### src/rtl/core/rvhd_pkg.sv
// ----------------------------------------------------------------------------
// rvhd_pkg
// Shared types and constants for the run-length decoder with varint headers.
// ----------------------------------------------------------------------------
package rvhd_pkg;

	localparam int BYTE_W  = 8;
	localparam int CNT_W   = 28;   // width of repeat count and block size
	localparam int ACC_W   = 29;   // assembled header value
	localparam int PHASE_W = 3;

	// decoder phase codes: header byte index, then packet payload
	localparam logic [PHASE_W-1:0] PH_HDR0 = 3'd0;
	localparam logic [PHASE_W-1:0] PH_HDR1 = 3'd1;
	localparam logic [PHASE_W-1:0] PH_HDR2 = 3'd2;
	localparam logic [PHASE_W-1:0] PH_HDR3 = 3'd3;
	localparam logic [PHASE_W-1:0] PH_DATA = 3'd4;

	// decoder control state
	typedef struct packed {
		logic [PHASE_W-1:0] phase;
		logic               literal;
		logic               clipped;
	} ctl_t;

	// one result word
	typedef struct packed {
		logic [BYTE_W-1:0] out_byte;
		logic [CNT_W-1:0]  repeat_count;
		logic              block_end;
		logic              overflow;
	} res_t;

endpackage

### src/rtl/core/rle_varint_header_decoder.sv
// ----------------------------------------------------------------------------
// rle_varint_header_decoder
// Decodes a run-length stream with 1 to 4 byte varint packet headers into
// (byte, repeat count) words with block-end and overflow marks.
// ----------------------------------------------------------------------------
//  channel   dir  handshake              payload
//  cfg       in   cfg_valid/cfg_ready    cfg_data: block_size
//  s_axis    in   s_tvalid/s_tready      s_tdata: in_byte
//  m_axis    out  m_tvalid/m_tready      m_tdata, m_tlast, m_tuser
//
//  A byte in the input register is decoded combinationally into the result
//  register; that path sets the rate: one compressed byte is decoded per
//  cycle while the result register drains. Reset clears the decoder and sets
//  block_size to 4096. A stalled output holds its word; s_tready then stays
//  high only while the input register is empty. cfg_ready is low while
//  either register holds a word.
// ----------------------------------------------------------------------------
module rle_varint_header_decoder import rvhd_pkg::*; #(
	parameter int SIZE_BITS = 28
) (
	input  logic              clk,
	input  logic              arst_n,
	input  logic              cfg_valid,
	output logic              cfg_ready,
	input  logic [CNT_W-1:0]  cfg_data,   // block_size
	input  logic              s_tvalid,
	output logic              s_tready,
	input  logic [BYTE_W-1:0] s_tdata,    // in_byte
	output logic              m_tvalid,
	input  logic              m_tready,
	output logic [39:0]       m_tdata,    // out_byte[7:0], repeat_count[35:8], zero pad
	output logic              m_tlast,    // block_end
	output logic              m_tuser     // overflow
);

	logic [CNT_W-1:0]     block_size_q;
	logic [SIZE_BITS-1:0] eff_blk;
	logic                 valid_s1;
	logic [BYTE_W-1:0]    byte_s1;
	ctl_t                 ctl_q;
	logic [ACC_W-1:0]     accum_q;
	logic [SIZE_BITS-1:0] left_q;
	logic [SIZE_BITS-1:0] produced_q;
	ctl_t                 ctl_nxt;
	logic [ACC_W-1:0]     accum_nxt;
	logic [SIZE_BITS-1:0] left_nxt;
	logic [SIZE_BITS-1:0] produced_nxt;
	logic                 emit;
	res_t                 res;
	logic                 valid_s2;
	res_t                 res_s2;
	logic                 advance;

	// effective block size: low bits, zero treated as one
	assign eff_blk = (block_size_q[SIZE_BITS-1:0] == '0) ? SIZE_BITS'(1)
	                                                     : block_size_q[SIZE_BITS-1:0];

	// advance the input register when the result register can take a word
	assign advance   = valid_s1 && (!valid_s2 || m_tready);
	assign s_tready  = !valid_s1 || advance;
	assign cfg_ready = !valid_s1 && !valid_s2;

	// input register
	always_ff @(posedge clk or negedge arst_n) begin
		if (!arst_n) begin
			valid_s1 <= 1'b0;
		end else if (s_tready) begin
			valid_s1 <= s_tvalid;
		end
	end

	always_ff @(posedge clk) begin
		if (s_tvalid && s_tready) begin
			byte_s1 <= s_tdata;
		end
	end

	rvhd_decode #(
		.SIZE_BITS (SIZE_BITS)
	) u_decode (
		.in_byte      (byte_s1),
		.ctl          (ctl_q),
		.accum        (accum_q),
		.left         (left_q),
		.produced     (produced_q),
		.eff_blk      (eff_blk),
		.ctl_nxt      (ctl_nxt),
		.accum_nxt    (accum_nxt),
		.left_nxt     (left_nxt),
		.produced_nxt (produced_nxt),
		.emit         (emit),
		.res          (res)
	);

	// decoder state and block size; a config write restarts the decoder
	always_ff @(posedge clk or negedge arst_n) begin
		if (!arst_n) begin
			block_size_q <= CNT_W'(4096);
			ctl_q        <= '0;
			accum_q      <= '0;
			left_q       <= '0;
			produced_q   <= '0;
		end else if (cfg_valid && cfg_ready) begin
			block_size_q <= cfg_data;
			ctl_q        <= '0;
			accum_q      <= '0;
			left_q       <= '0;
			produced_q   <= '0;
		end else if (advance) begin
			ctl_q      <= ctl_nxt;
			accum_q    <= accum_nxt;
			left_q     <= left_nxt;
			produced_q <= produced_nxt;
		end
	end

	// result register
	always_ff @(posedge clk or negedge arst_n) begin
		if (!arst_n) begin
			valid_s2 <= 1'b0;
		end else if (advance) begin
			valid_s2 <= emit;
		end else if (m_tready) begin
			valid_s2 <= 1'b0;
		end
	end

	always_ff @(posedge clk) begin
		if (advance && emit) begin
			res_s2 <= res;
		end
	end

	assign m_tvalid = valid_s2;
	assign m_tdata  = {4'b0000, res_s2.repeat_count, res_s2.out_byte};
	assign m_tlast  = res_s2.block_end;
	assign m_tuser  = res_s2.overflow;

	// block accounting never reaches the block size between words
	a_produced_below_block: assert property (@(posedge clk) disable iff (!arst_n)
		produced_q < eff_blk)
		else $error("bytes produced reached block size without restart");

	// a payload length never exceeds what is left of the block
	a_left_fits_block: assert property (@(posedge clk) disable iff (!arst_n)
		(ctl_q.phase == PH_DATA) |-> (left_q <= eff_blk - produced_q))
		else $error("packet length exceeds remaining block bytes");

	// phase stays within the header and payload codes
	a_phase_range: assert property (@(posedge clk) disable iff (!arst_n)
		ctl_q.phase <= PH_DATA)
		else $error("decoder phase out of range");

	// a block-end word restarts the decoder
	a_block_end_restart: assert property (@(posedge clk) disable iff (!arst_n)
		(advance && emit && res.block_end && !cfg_valid)
		|=> (produced_q == '0 && ctl_q.phase == PH_HDR0))
		else $error("decoder not restarted after block end");

endmodule

### src/rtl/core/rvhd_decode.sv
// ----------------------------------------------------------------------------
// rvhd_decode
// Next-state and result logic for one compressed byte: header assembly,
// length clipping against the block, literal and fill emission.
// ----------------------------------------------------------------------------
module rvhd_decode import rvhd_pkg::*; #(
	parameter int SIZE_BITS = 28
) (
	input  logic [BYTE_W-1:0]    in_byte,
	input  ctl_t                 ctl,
	input  logic [ACC_W-1:0]     accum,
	input  logic [SIZE_BITS-1:0] left,
	input  logic [SIZE_BITS-1:0] produced,
	input  logic [SIZE_BITS-1:0] eff_blk,
	output ctl_t                 ctl_nxt,
	output logic [ACC_W-1:0]     accum_nxt,
	output logic [SIZE_BITS-1:0] left_nxt,
	output logic [SIZE_BITS-1:0] produced_nxt,
	output logic                 emit,
	output res_t                 res
);

	logic [SIZE_BITS-1:0] remaining;
	logic [SIZE_BITS-1:0] left_dec;
	logic [SIZE_BITS-1:0] count;
	logic [SIZE_BITS:0]   sum;
	logic [ACC_W-1:0]     acc_new;
	logic [CNT_W-1:0]     len;
	logic                 hdr_done;
	logic                 clip;
	logic                 ovf;
	logic                 done;

	// merge the header byte into the accumulator and clip the length
	always_comb begin
		remaining = eff_blk - produced;
		acc_new   = accum;
		hdr_done  = 1'b0;
		unique case (ctl.phase)
			PH_HDR0: begin
				acc_new  = accum | ACC_W'(in_byte[6:0]);
				hdr_done = ~in_byte[7];
			end
			PH_HDR1: begin
				acc_new  = accum | (ACC_W'(in_byte[6:0]) << 7);
				hdr_done = ~in_byte[7];
			end
			PH_HDR2: begin
				acc_new  = accum | (ACC_W'(in_byte[6:0]) << 14);
				hdr_done = ~in_byte[7];
			end
			PH_HDR3: begin
				acc_new  = accum | (ACC_W'(in_byte) << 21);
				hdr_done = 1'b1;
			end
			default: ;
		endcase
		len  = acc_new[ACC_W-1:1];
		clip = len > CNT_W'(remaining);
	end

	// phase step and result selection
	always_comb begin
		ctl_nxt      = ctl;
		accum_nxt    = accum;
		left_nxt     = left;
		produced_nxt = produced;
		emit         = 1'b0;
		count        = '0;
		ovf          = 1'b0;
		left_dec     = left - SIZE_BITS'(1);
		unique case (ctl.phase) inside
			PH_HDR0, PH_HDR1, PH_HDR2, PH_HDR3: begin
				if (hdr_done) begin
					ctl_nxt.literal = acc_new[0];
					ctl_nxt.clipped = clip;
					accum_nxt       = '0;
					left_nxt        = clip ? remaining : len[SIZE_BITS-1:0];
					ctl_nxt.phase   = (acc_new[0] && len == '0) ? PH_HDR0 : PH_DATA;
				end else begin
					accum_nxt     = acc_new;
					ctl_nxt.phase = ctl.phase + 3'd1;
				end
			end
			PH_DATA: begin
				if (ctl.literal) begin
					left_nxt = left_dec;
					emit     = 1'b1;
					count    = SIZE_BITS'(1);
					ovf      = (left_dec == '0) && ctl.clipped;
					if (left_dec == '0) begin
						ctl_nxt.phase = PH_HDR0;
					end
				end else begin
					ctl_nxt.phase   = PH_HDR0;
					ctl_nxt.clipped = 1'b0;
					left_nxt        = '0;
					emit            = (left != '0);
					count           = left;
					ovf             = ctl.clipped;
				end
			end
			default: begin
				ctl_nxt      = '0;
				accum_nxt    = '0;
				left_nxt     = '0;
				produced_nxt = '0;
			end
		endcase

		// account the emitted bytes and close the block when full
		sum  = {1'b0, produced} + {1'b0, count};
		done = sum >= {1'b0, eff_blk};
		if (emit) begin
			produced_nxt = sum[SIZE_BITS-1:0];
			if (done) begin
				ctl_nxt      = '0;
				accum_nxt    = '0;
				left_nxt     = '0;
				produced_nxt = '0;
			end
		end

		res.out_byte     = in_byte;
		res.repeat_count = CNT_W'(count);
		res.block_end    = done;
		res.overflow     = ovf;
	end

endmodule
### config.mk
export PLATFORM = sky130hd
export DESIGN_NAME = rle_varint_header_decoder
export DESIGN_NICKNAME = d
export VERILOG_FILES = /design/src/rtl/core/rvhd_pkg.sv /design/src/rtl/core/rle_varint_header_decoder.sv /design/src/rtl/core/rvhd_decode.sv
export SDC_FILE = /design/constraint.sdc
export NUM_CORES = 1
export LEC_CHECK = 0
export BUFFER_PORTS_ARGS = -buffer_cell sky130_fd_sc_hd__buf_2
export CAP_MARGIN = 20
export CORE_ASPECT_RATIO = 0.75
export CORE_MARGIN = 2
export CORE_UTILIZATION = 40
export CTS_CLUSTER_SIZE = 24
export DETAILED_ROUTE_END_ITERATION = 7
export SLEW_MARGIN = 20
export SYNTH_ARGS = -nofsm -noshare
export SYNTH_HDL_FRONTEND = slang
export SYNTH_SLANG_ARGS = --single-unit
### constraint.sdc
create_clock -name clk -period 6.9 [get_ports clk]
set_input_delay 1.38 -clock clk [delete_from_list [all_inputs] [get_ports clk]]
set_output_delay 1.38 -clock clk [all_outputs]
set_load 0.1 [all_outputs]
==> run_results.csv, run 1 <==
group,metric,value,unit
setup_path,path_common_cell,"a21oi_1",
clock_tree,cts-root-buf,"clkbuf_16",
logic_synthesis,avgSynthCellArea,8.60,µm²
hold_path,hold_path.class,"flop to flop",
logic_synthesis,synthArstFlopShare,0.723,
logic_synthesis,seq_area_frac_synth,0.356,
sta,layout_min_cycle_time,6780,ps
sta,worstMarginPinSlew,1130,ps
route,drtIter0Drc,1203,
setup_path,critPathCaptureType,"flop",
power_and_ir_drop,max-vdd-ir-drop,219,µV
clock_tree,worstSkewPairLatency,470,ps
global_routing,grt_max_degree,66,
setup_path,cp_max_fo,30,
setup_path,start_kind,"flop",
route,first_pass_iters,6,
die,num_rows,55,
die,die-area,32200,µm²
route,final_antenna_net_count,0,
power_and_ir_drop,leakagePower,6.45,nW
setup_path,critPathRequiredTime,7220,ps
route,vias,11000,
logic_synthesis,synth_seq_cells,166,
logic_synthesis,ys.flop_type,"dfrtp_1",
power_and_ir_drop,p_per_area,477,nW/µm²
setup_path,slowest_delay,650,ps
clock_tree,cts_hold_buf,0,
clock_tree,post_cts_resize_count,0,
logic_synthesis,syn_area,12300,µm²
route,via_per_inst,5.92,
placed_design,dp.cells,1835,
cells_and_area,final_cell_area,13600,µm²
sta,fmax,147,MHz
power_and_ir_drop,p_total,6.49,mW
global_routing,grt_pass1_vias,10200,
global_routing,grt_pass1_wl,60100,µm
cells_and_area,most-common-layout-cells,"a21oi_1, dfrtp_1, o21ai_0, ha_1, inv_1",
cells_and_area,fin_nets,1616,
sta,maxSlewViolCount,0,
die,initial_core_util,0.408,
placed_design,gp_congestion,0.939,
clock_tree,tritoncts,"yes",
sta,hold_viol_final,0,
sta,setup_tns,0,ps
cells_and_area,final_common_cell,"a21oi_1",
placed_design,portBuffers,81,
setup_path,critPathArrivalTime,7100,ps
setup_path,worstSetupPathType,"flop to flop",
cells_and_area,drive_above_1_share,0.101,
die,die_h,156,µm
global_routing,antenna_found_initial,0,
clock_tree,cts-htree-levels,4,
logic_synthesis,synth_cell_type_count,74,
clock_tree,clock_sinks,166,
global_routing,grt_usage,0.246,
setup_path,crit_buf_inv,3,
clock_tree,clk_pin_slew_worst_paths,70,ps
logic_synthesis,yosysWarnings,0,
logic_synthesis,synth_edf_count,46,
placed_design,placed_cell_area,13000,µm²
global_routing,grt_overflow_total,0,
setup_path,critical_path.top_delay_family,"simple AND/OR/NAND/NOR gates",
sta,setup_viol,0,
cells_and_area,final_cells,1867,
job,max_cap_violations,0,
placed_design,pre_cts_ws,38.6,ps
clock_tree,post_cts_buffers,0,
route,drt-total-wl,38600,µm
route,drc_errors,0,
die,core_area,30200,µm²
cells_and_area,fin_util,0.450,
logic_synthesis,synthCells,1433,
sta,fin_worst_skew,12.4,ps
placed_design,hpwl,29500,µm
setup_path,crit_path_top_delay_cell,"nor4_2",
die,io_pins,86,
status,outcome,"completed",
cells_and_area,areaGrowthSynthToFinish,10.3,%
die,chipWidth,207,µm
route,wire_per_inst,20.7,µm
sta,relSlewSlack,0.240,
sta,holdWs,486,ps
cells_and_area,diodes,0,
clock_tree,clk_path_buf_depth,2,
clock_tree,cts_buffers,17,
sta,final.setup.worst_slack,119,ps
sta,fin_crit_sh,0.983,
==> layer usage <==
layer	GRT usage	part of all wire
met4	0.0592	0.013
met1	0.372	0.49
met3	0.0495	0.072
met2	0.355	0.42
met5	0	0
==> power by group <==
part | switching (mW) | internal (mW)
combinational | 2.77 | 1.22
sequential | 0.275 | 1.26
clock | 0.423 | 0.536
total | 3.47 | 3.02
==> worst paths after layout <==
check	slack, ps	end	cells after the start	from
min	490	accum_q[24]	1	accum_q[24]
min in group asynchronous	960	block_size_q[3]	1	arst_n
min reg2reg	490	accum_q[24]	1	accum_q[24]
max reg2reg	120	left_q[1]	26	block_size_q[23]
max	120	left_q[1]	26	block_size_q[23]
max in group asynchronous	4550	left_q[27]	2	arst_n
==> sequential cells by signal, indices dropped and copies added, names as in the netlist <==
signal / count
m_tuser: 1
m_tvalid: 1
accum_q: 29
m_tdata: 36
byte_s1: 8
m_tlast: 1
block_size_q: 28
left_q: 28
ctl_q: 5
produced_q: 28
valid_s1: 1
==> final cells by class <==
cell class | count | area (µm²)
inverters | 108 | 405
flip-flops and latches | 166 | 4390
multi-input cells | 1066 | 7200
repair buffers | 96 | 533
clock inverters | 8 | 71.3
fillers | 2983 | 16600
clock buffers | 24 | 493
well taps | 399 | 499
==> worst register-to-register path, stage by stage (launching register included) <==
cell and delay, ps:
dfrtp_1 420, nor4_1 500, nand3_1 240, nor2_1 210
or2_2 170, inv_1 50, ha_1 190, inv_1 80
fa_1 210, a21oi_1 100, o211ai_1 310, a211oi_1 220
a21oi_1 430, a21oi_1 190, o31ai_1 370, xnor2_1 210
ha_1 340, nand3_1 170, nor4_2 650, a22oi_1 230
nand3_1 240, o21ai_2 120, buf_12 190, mux2i_1 490
nor2_1 80, a21oi_1 130, o221ai_1 120
==> cells in the mapped netlist, types with 15 or more instances <==
master	instances	area share
nand4_1	17	0.0086
xor2_1	23	0.016
o21ai_0	118	0.048
xnor2_1	26	0.018
a21oi_1	142	0.058
nor3_1	33	0.013
and2_1	40	0.020
dfrtp_1	119	0.24
nand3_1	39	0.016
nor4_1	22	0.011
a21o_1	39	0.024
o21a_1	15	0.0091
edfxtp_1	46	0.11
ha_1	118	0.12
inv_1	108	0.033
a22o_1	35	0.025
nand2_1	106	0.032
clkbuf_1	80	0.024
nor2_1	92	0.028
mux2i_1	16	0.013
==> logic make-up (layout without fill, tap and decap cells) <==
logic type,count (synthesis),after routing,share of synthesized area
AO/OA/AOI/OAI,455,455,0.236
XOR/XNOR,49,49,0.0348
adder cells (fa/ha/maj),120,120,0.123
buffers and inverters,204,236,0.0648
flip-flops,166,166,0.356
multiplexers,19,19,0.0157
other,1,4,0.000304
AND/OR/NAND/NOR,419,419,0.169
(Power assumes the default switching activity.)
==> run 2, diff against run 1 <==
--- a/config.mk
+++ b/config.mk
@@ -12,6 +12,7 @@
 export CORE_UTILIZATION = 40
 export CTS_CLUSTER_SIZE = 24
 export DETAILED_ROUTE_END_ITERATION = 7
+export PLACE_DENSITY = 0.67
 export SLEW_MARGIN = 20
 export SYNTH_ARGS = -nofsm -noshare
 export SYNTH_HDL_FRONTEND = slang
==> run_results.csv, run 2 (synthesized netlist as in run 1, its figures left out) <==
group,metric,value,unit
sta,fmax,154,MHz
placed_design,portBuffers,81,
sta,rsz0062_at_grt,"false",
setup_path,start_kind,"flop",
setup_path,critPathCaptureType,"flop",
power_and_ir_drop,p_per_area,477,nW/µm²
die,num_rows,55,
global_routing,grt_overflow_total,0,
die,io_pins,86,
global_routing,grt_pass1_wl,60900,µm
cells_and_area,drive_above_1_share,0.105,
placed_design,gp_congestion,0.919,
cells_and_area,fin_nets,1618,
clock_tree,worstSkewPairLatency,460,ps
cells_and_area,diodes,0,
setup_path,reg2reg_from,"ctl_q[2]",
die,die_h,156,µm
route,first_pass_iters,5,
setup_path,path_cells,"inv_1, ha_2, nand2_1, nor2_1, buf_4, and2_1, ha_1, nand2_1, nor2_1, and4_1, o211ai_1, a21oi_1, nor3_1, o41ai_1, xor2_1, ha_1, nand3_1, a21oi_1, nand3_1, a21oi_2, buf_4, nor2b_1, a221o_1",
global_routing,grt_usage,0.249,
die,core_area,30200,µm²
die,initial_core_util,0.408,
clock_tree,cts_buffers,17,
route,final_antenna_net_count,0,
setup_path,critPathArrivalTime,6820,ps
cells_and_area,areaGrowthSynthToFinish,11.0,%
clock_tree,clock_sinks,166,
sta,worstMarginPinSlew,1070,ps
placed_design,hpwl,30100,µm
setup_path,worstSetupPathType,"flop to flop",
route,vias,11000,
global_routing,grt_max_degree,62,
sta,fin_crit_sh,0.939,
sta,fin_worst_skew,11.5,ps
setup_path,critPathRequiredTime,7240,ps
power_and_ir_drop,leakagePower,6.48,nW
hold_path,hold_path.class,"flop to flop",
hold_path,min_path_cells,1,
sta,relSlewSlack,0.279,
sta,setup_tns,0,ps
route,via_per_inst,5.90,
placed_design,dp.cells,1837,
route,drtIter0Drc,1282,
clock_tree,clk_pin_slew_worst_paths,70,ps
setup_path,slowest_delay,650,ps
status,outcome,"completed",
die,die-area,32200,µm²
global_routing,grt_pass1_vias,10300,
setup_path,r2r-end,"left_q[9]",
route,wire_per_inst,20.8,µm
setup_path,cp_max_fo,24,
sta,maxSlewViolCount,0,
cells_and_area,final_common_cell,"a21oi_1",
power_and_ir_drop,max-vdd-ir-drop,284,µV
clock_tree,clk_path_buf_depth,2,
cells_and_area,final_cells,1869,
hold_path,worst_hold_startpoint,"accum_q[26]",
die,chipWidth,207,µm
route,drt-total-wl,38900,µm
hold_path,min_to,"accum_q[26]",
global_routing,antenna_found_initial,0,
setup_path,crit_buf_inv,3,
setup_path,critical_path.top_delay_family,"compound AO/OA/AOI/OAI gates",
cells_and_area,nFillCells,2908,
setup_path,rrSetupSlack,420,ps
setup_path,reg2reg_depth,23,
route,drc_errors,0,
clock_tree,tritoncts,"yes",
sta,hold_viol_final,0,
sta,layout_min_cycle_time,6480,ps
sta,setup_viol,0,
clock_tree,cts-htree-levels,4,
setup_path,crit_path_top_delay_cell,"a21oi_2",
clock_tree,cts-root-buf,"clkbuf_16",
cells_and_area,largest_reg_flops,36,
setup_path,critical_path_depth,23,
job,max_cap_violations,0,
cells_and_area,most-common-layout-cells,"a21oi_1, dfrtp_1, ha_1",
[run 2: cell types whose count changed in the layout (fill, tap and decap cells not counted), sizes merged]
cell | before | now
buf | 96 | 98
clkbuf | 24 | 23
clkinv | 3 | 5
inv | 111 | 109
bufinv | 1 | 2
[run 2: power breakdown]
group | switching (mW) | total (mW) | internal [mW]
sequential | 0.286 | 1.54 | 1.26
clock | 0.432 | 1.01 | 0.577
combinational | 2.75 | 3.97 | 1.23
[run 2: per-stage QoR]
| step | setup slack [ps] | area (µm²) | util | hold slack, ps | power [mW] |
|---|---|---|---|---|---|
| finish | 424 | 13700 | 0.452 | 485 | 6.53 |
| global route | 27.0 | 13700 | 0.452 | 510 | 6.98 |
| CTS | 131 | 13600 | 0.451 | 491 | 6.44 |
| detailed placement | 172 | 13000 | 0.431 | 472 | 5.41 |
| global placement | 285 | 13000 | 0.431 | 465 | 5.38 |
| floorplan | 1070 | 12300 | - | 449 | 4.33 |
[run 2: area by class of cell]
type	count	area (µm²)	area share
repair buffers	98	552	0.0404
clock buffers	23	489	0.0358
multi-input cells	1066	7220	0.528
flip-flops and latches	166	4390	0.321
inverters	108	405	0.0297
clock inverters	9	116	0.00851
well taps	399	499	0.0365
[run 2: per-layer routing]
layer | track usage | vias up | wire, µm
li1 | - | 5225 | -
met1 | 0.380 | 5341 | 19000
met2 | 0.352 | 417 | 16200
met3 | 0.0543 | 38 | 3040
met4 | 0.0612 | 0 | 704
met5 | 0 | - | 0
[run 2: worst max-delay path by stage]
stage | start | end | slack [ps]
2_1_floorplan | ctl_q[2] | produced_q[18] | 1070
3_3_place_gp | block_size_q[23] | left_q[1] | 280
3_5_place_dp | ctl_q[2] | left_q[22] | 170
4_1_cts | ctl_q[2] | left_q[22] | 130
5_1_grt | ctl_q[2] | ctl_q[2] | 30
6_report | ctl_q[2] | left_q[9] | 420
[run 2: timing repair]
action	4_1_cts	5_1_grt
endpoints found under the setup margin	0	90
hold buffers	0	0
setup buffers	0	0
gates resized for setup	0	12
==> run 3, diff against run 2 <==
--- a/config.mk
+++ b/config.mk
@@ -5,6 +5,7 @@
 export SDC_FILE = /design/constraint.sdc
 export NUM_CORES = 1
 export LEC_CHECK = 0
+export ABC_AREA = 1
 export BUFFER_PORTS_ARGS = -buffer_cell sky130_fd_sc_hd__buf_2
 export CAP_MARGIN = 20
 export CORE_ASPECT_RATIO = 0.75
@@ -12,7 +13,7 @@
 export CORE_UTILIZATION = 40
 export CTS_CLUSTER_SIZE = 24
 export DETAILED_ROUTE_END_ITERATION = 7
-export PLACE_DENSITY = 0.67
+export PLACE_DENSITY = 0.66
 export SLEW_MARGIN = 20
 export SYNTH_ARGS = -nofsm -noshare
 export SYNTH_HDL_FRONTEND = slang
==> constraint.sdc (replaced) <==
create_clock -name clk -period 6.95 [get_ports clk]
set_input_delay 1.39 -clock clk [delete_from_list [all_inputs] [get_ports clk]]
set_output_delay 1.39 -clock clk [all_outputs]
set_load 0.1 [all_outputs]
==> run_results.csv, run 3 <==
group,metric,value,unit
sta,relSlewSlack,0.328,
sta,worstMarginPinSlew,1010,ps
cells_and_area,drive_above_1_share,0.0872,
setup_path,crit_buf_inv,4,
sta,setup_viol,0,
clock_tree,clk_path_buf_depth,2,
setup_path,critical_path.top_delay_family,"simple AND/OR/NAND/NOR gates",
global_routing,grt_pass1_wl,71100,µm
logic_synthesis,synth_cell_type_count,49,
logic_synthesis,synth_common_cells,"nand2_1, inv_1, nor2_1",
logic_synthesis,synth_top_area_share,0.221,
hold_path,min_to,"m_tdata[6]",
setup_path,reg2reg_depth,32,
clock_tree,cts_buffers,17,
route,drtIter0Drc,1656,
setup_path,path_common_cell,"nand2_1",
job,max_cap_violations,0,
route,final_antenna_net_count,0,
logic_synthesis,seq_area_frac_synth,0.326,
cells_and_area,most-common-layout-cells,"nand2_1, inv_1, nor2_1",
setup_path,critPathArrivalTime,6540,ps
power_and_ir_drop,max-vdd-ir-drop,219,µV
clock_tree,worstSkewPairLatency,460,ps
hold_path,worst_hold_startpoint,"byte_s1[6]",
placed_design,portBuffers,81,
setup_path,worstSetupPathType,"flop to flop",
global_routing,grt_max_degree,63,
logic_synthesis,synthCells,1950,
die,chipWidth,216,µm
clock_tree,clock_sinks,166,
setup_path,critPathCaptureType,"flop",
power_and_ir_drop,leakagePower,7.48,nW
setup_path,cp_max_fo,31,
logic_synthesis,synth_edf_count,46,
clock_tree,clk_pin_slew_worst_paths,70,ps
cells_and_area,largest_reg_flops,36,
setup_path,reg2reg_from,"ctl_q[2]",
logic_synthesis,synth_seq_cells,166,
hold_path,hold_path.class,"flop to flop",
status,outcome,"completed",
clock_tree,cts-root-buf,"clkbuf_16",
die,num_rows,58,
route,drc_errors,0,
route,wire_per_inst,18.8,µm
sta,hold_viol_final,0,
sta,fin_crit_sh,0.886,
logic_synthesis,avgSynthCellArea,6.90,µm²
sta,rsz0062_at_grt,"false",
hold_path,min_path_cells,0,
cells_and_area,fin_nets,2155,
power_and_ir_drop,p_total,7.21,mW
route,via_per_inst,5.39,
die,io_pins,86,
global_routing,antenna_found_initial,0,
logic_synthesis,synth.most_common_cell,"nand2_1",
sta,fin_worst_skew,22.9,ps
cells_and_area,nFillCells,3409,
global_routing,grt_pass1_vias,12100,
die,core_area,33300,µm²
die,initial_core_util,0.404,
setup_path,crit_path_top_delay_cell,"inv_2",
sta,layout_min_cycle_time,6160,ps
setup_path,critPathRequiredTime,7330,ps
setup_path,r2r-end,"left_q[8]",
logic_synthesis,yosysTopAreaCell,"dfrtp_1",
sta,fmax,162,MHz
setup_path,rrSetupSlack,790,ps
placed_design,hpwl,36500,µm
logic_synthesis,syn_area,13500,µm²
route,vias,13200,
route,drt-total-wl,46100,µm
cells_and_area,areaGrowthSynthToFinish,9.71,%
route,first_pass_iters,8,
logic_synthesis,ys.flop_type,"dfrtp_1",
sta,maxSlewViolCount,0,
clock_tree,cts-htree-levels,4,
die,die_h,163,µm
global_routing,grt_usage,0.265,
power_and_ir_drop,p_per_area,488,nW/µm²
setup_path,start_kind,"flop",
clock_tree,tritoncts,"yes",
global_routing,grt_overflow_total,0,
cells_and_area,final_common_cell,"nand2_1",
logic_synthesis,synthTopCellsByArea,"dfrtp_1, nand2_1, ha_1, edfxtp_1, inv_1",
die,die-area,35100,µm²
logic_synthesis,synthArstFlopShare,0.723,
setup_path,slowest_delay,460,ps
logic_synthesis,yosysWarnings,0,
clock_tree,post_cts_buffers,0,
placed_design,gp_congestion,1.08,
sta,setup_tns,0,ps
-- run 3: cell types whose count changed after synthesis, sizes merged, moves of 30 or more --
| cell | before | now |
|---|---|---|
| nand2 | 106 | 601 |
| inv | 108 | 256 |
| nor2 | 92 | 187 |
| o21ai | 118 | 173 |
| nand3 | 39 | 92 |
| and2 | 41 | 3 |
| a22o | 35 | 0 |
| clkbuf | 80 | 46 |
| a21o | 39 | 9 |
-- run 3: kinds of logic (layout without fill, tap and decap cells) --
family                   after synthesis  count (layout)  share of synthesized area
AO/OA/AOI/OAI                        344             344                      0.143
buffers and inverters                324             378                     0.0963
XOR/XNOR                              47              47                     0.0306
adder cells (fa/ha/maj)              120             120                      0.113
AND/OR/NAND/NOR                      948             948                      0.291
other                                  1               5                   0.000279
flip-flops                           166             166                      0.326
-- run 3: what timing repair did --
action	in CTS	in global routing
setup endpoints to repair	0	43
resized for setup	0	3
hold buffers	0	0
-- run 3: report_power, final --
part | leakage, nW | switching, mW | internal, mW
clock | 0.276 | 0.472 | 0.506
combinational | 5.16 | 3.40 | 1.36
sequential | 2.04 | 0.230 | 1.24
-- run 3: stage by stage --
stage / std cells / setup WS, ps / cell area [µm²] / util / hold WS [ps]
floorplan: 1953 / 2660 / 13500 / - / 426
global placement: 2425 / 654 / 14200 / 0.426 / 434
detailed placement: 2425 / 519 / 14200 / 0.426 / 433
CTS: 2457 / 501 / 14800 / 0.443 / 451
global route: 2457 / 401 / 14800 / 0.443 / 459
finish: 2458 / 794 / 14800 / 0.443 / 450
-- run 3: area by class of cell --
type	instances	area, µm²	area share
Clock inverter	14	140	0.00949
Multi-Input combinational cell	1463	7790	0.528
Timing Repair Buffer	90	488	0.0331
Inverter	256	961	0.0651
Sequential cell	166	4390	0.297
Antenna cell	1	2.50	0.000170
Tap cell	450	563	0.0381
Clock buffer	18	429	0.0291
-- run 3: worst max path at each step --
stage	startpoint	to	slack [ps]	cells after the start
floorplan	ctl_q[2]	produced_q[16]	2660	28
global placement	ctl_q[2]	left_q[7]	650	32
detailed placement	ctl_q[2]	left_q[3]	520	32
CTS	ctl_q[2]	left_q[8]	500	32
global route	ctl_q[2]	ctl_q[0]	400	32
finish	ctl_q[2]	left_q[8]	790	32
-- run 3: routing by layer --
metal  share of wire  track usage
met1            0.47        0.395
met2            0.40        0.375
met3            0.12       0.0758
met4           0.017       0.0558
met5               0            0
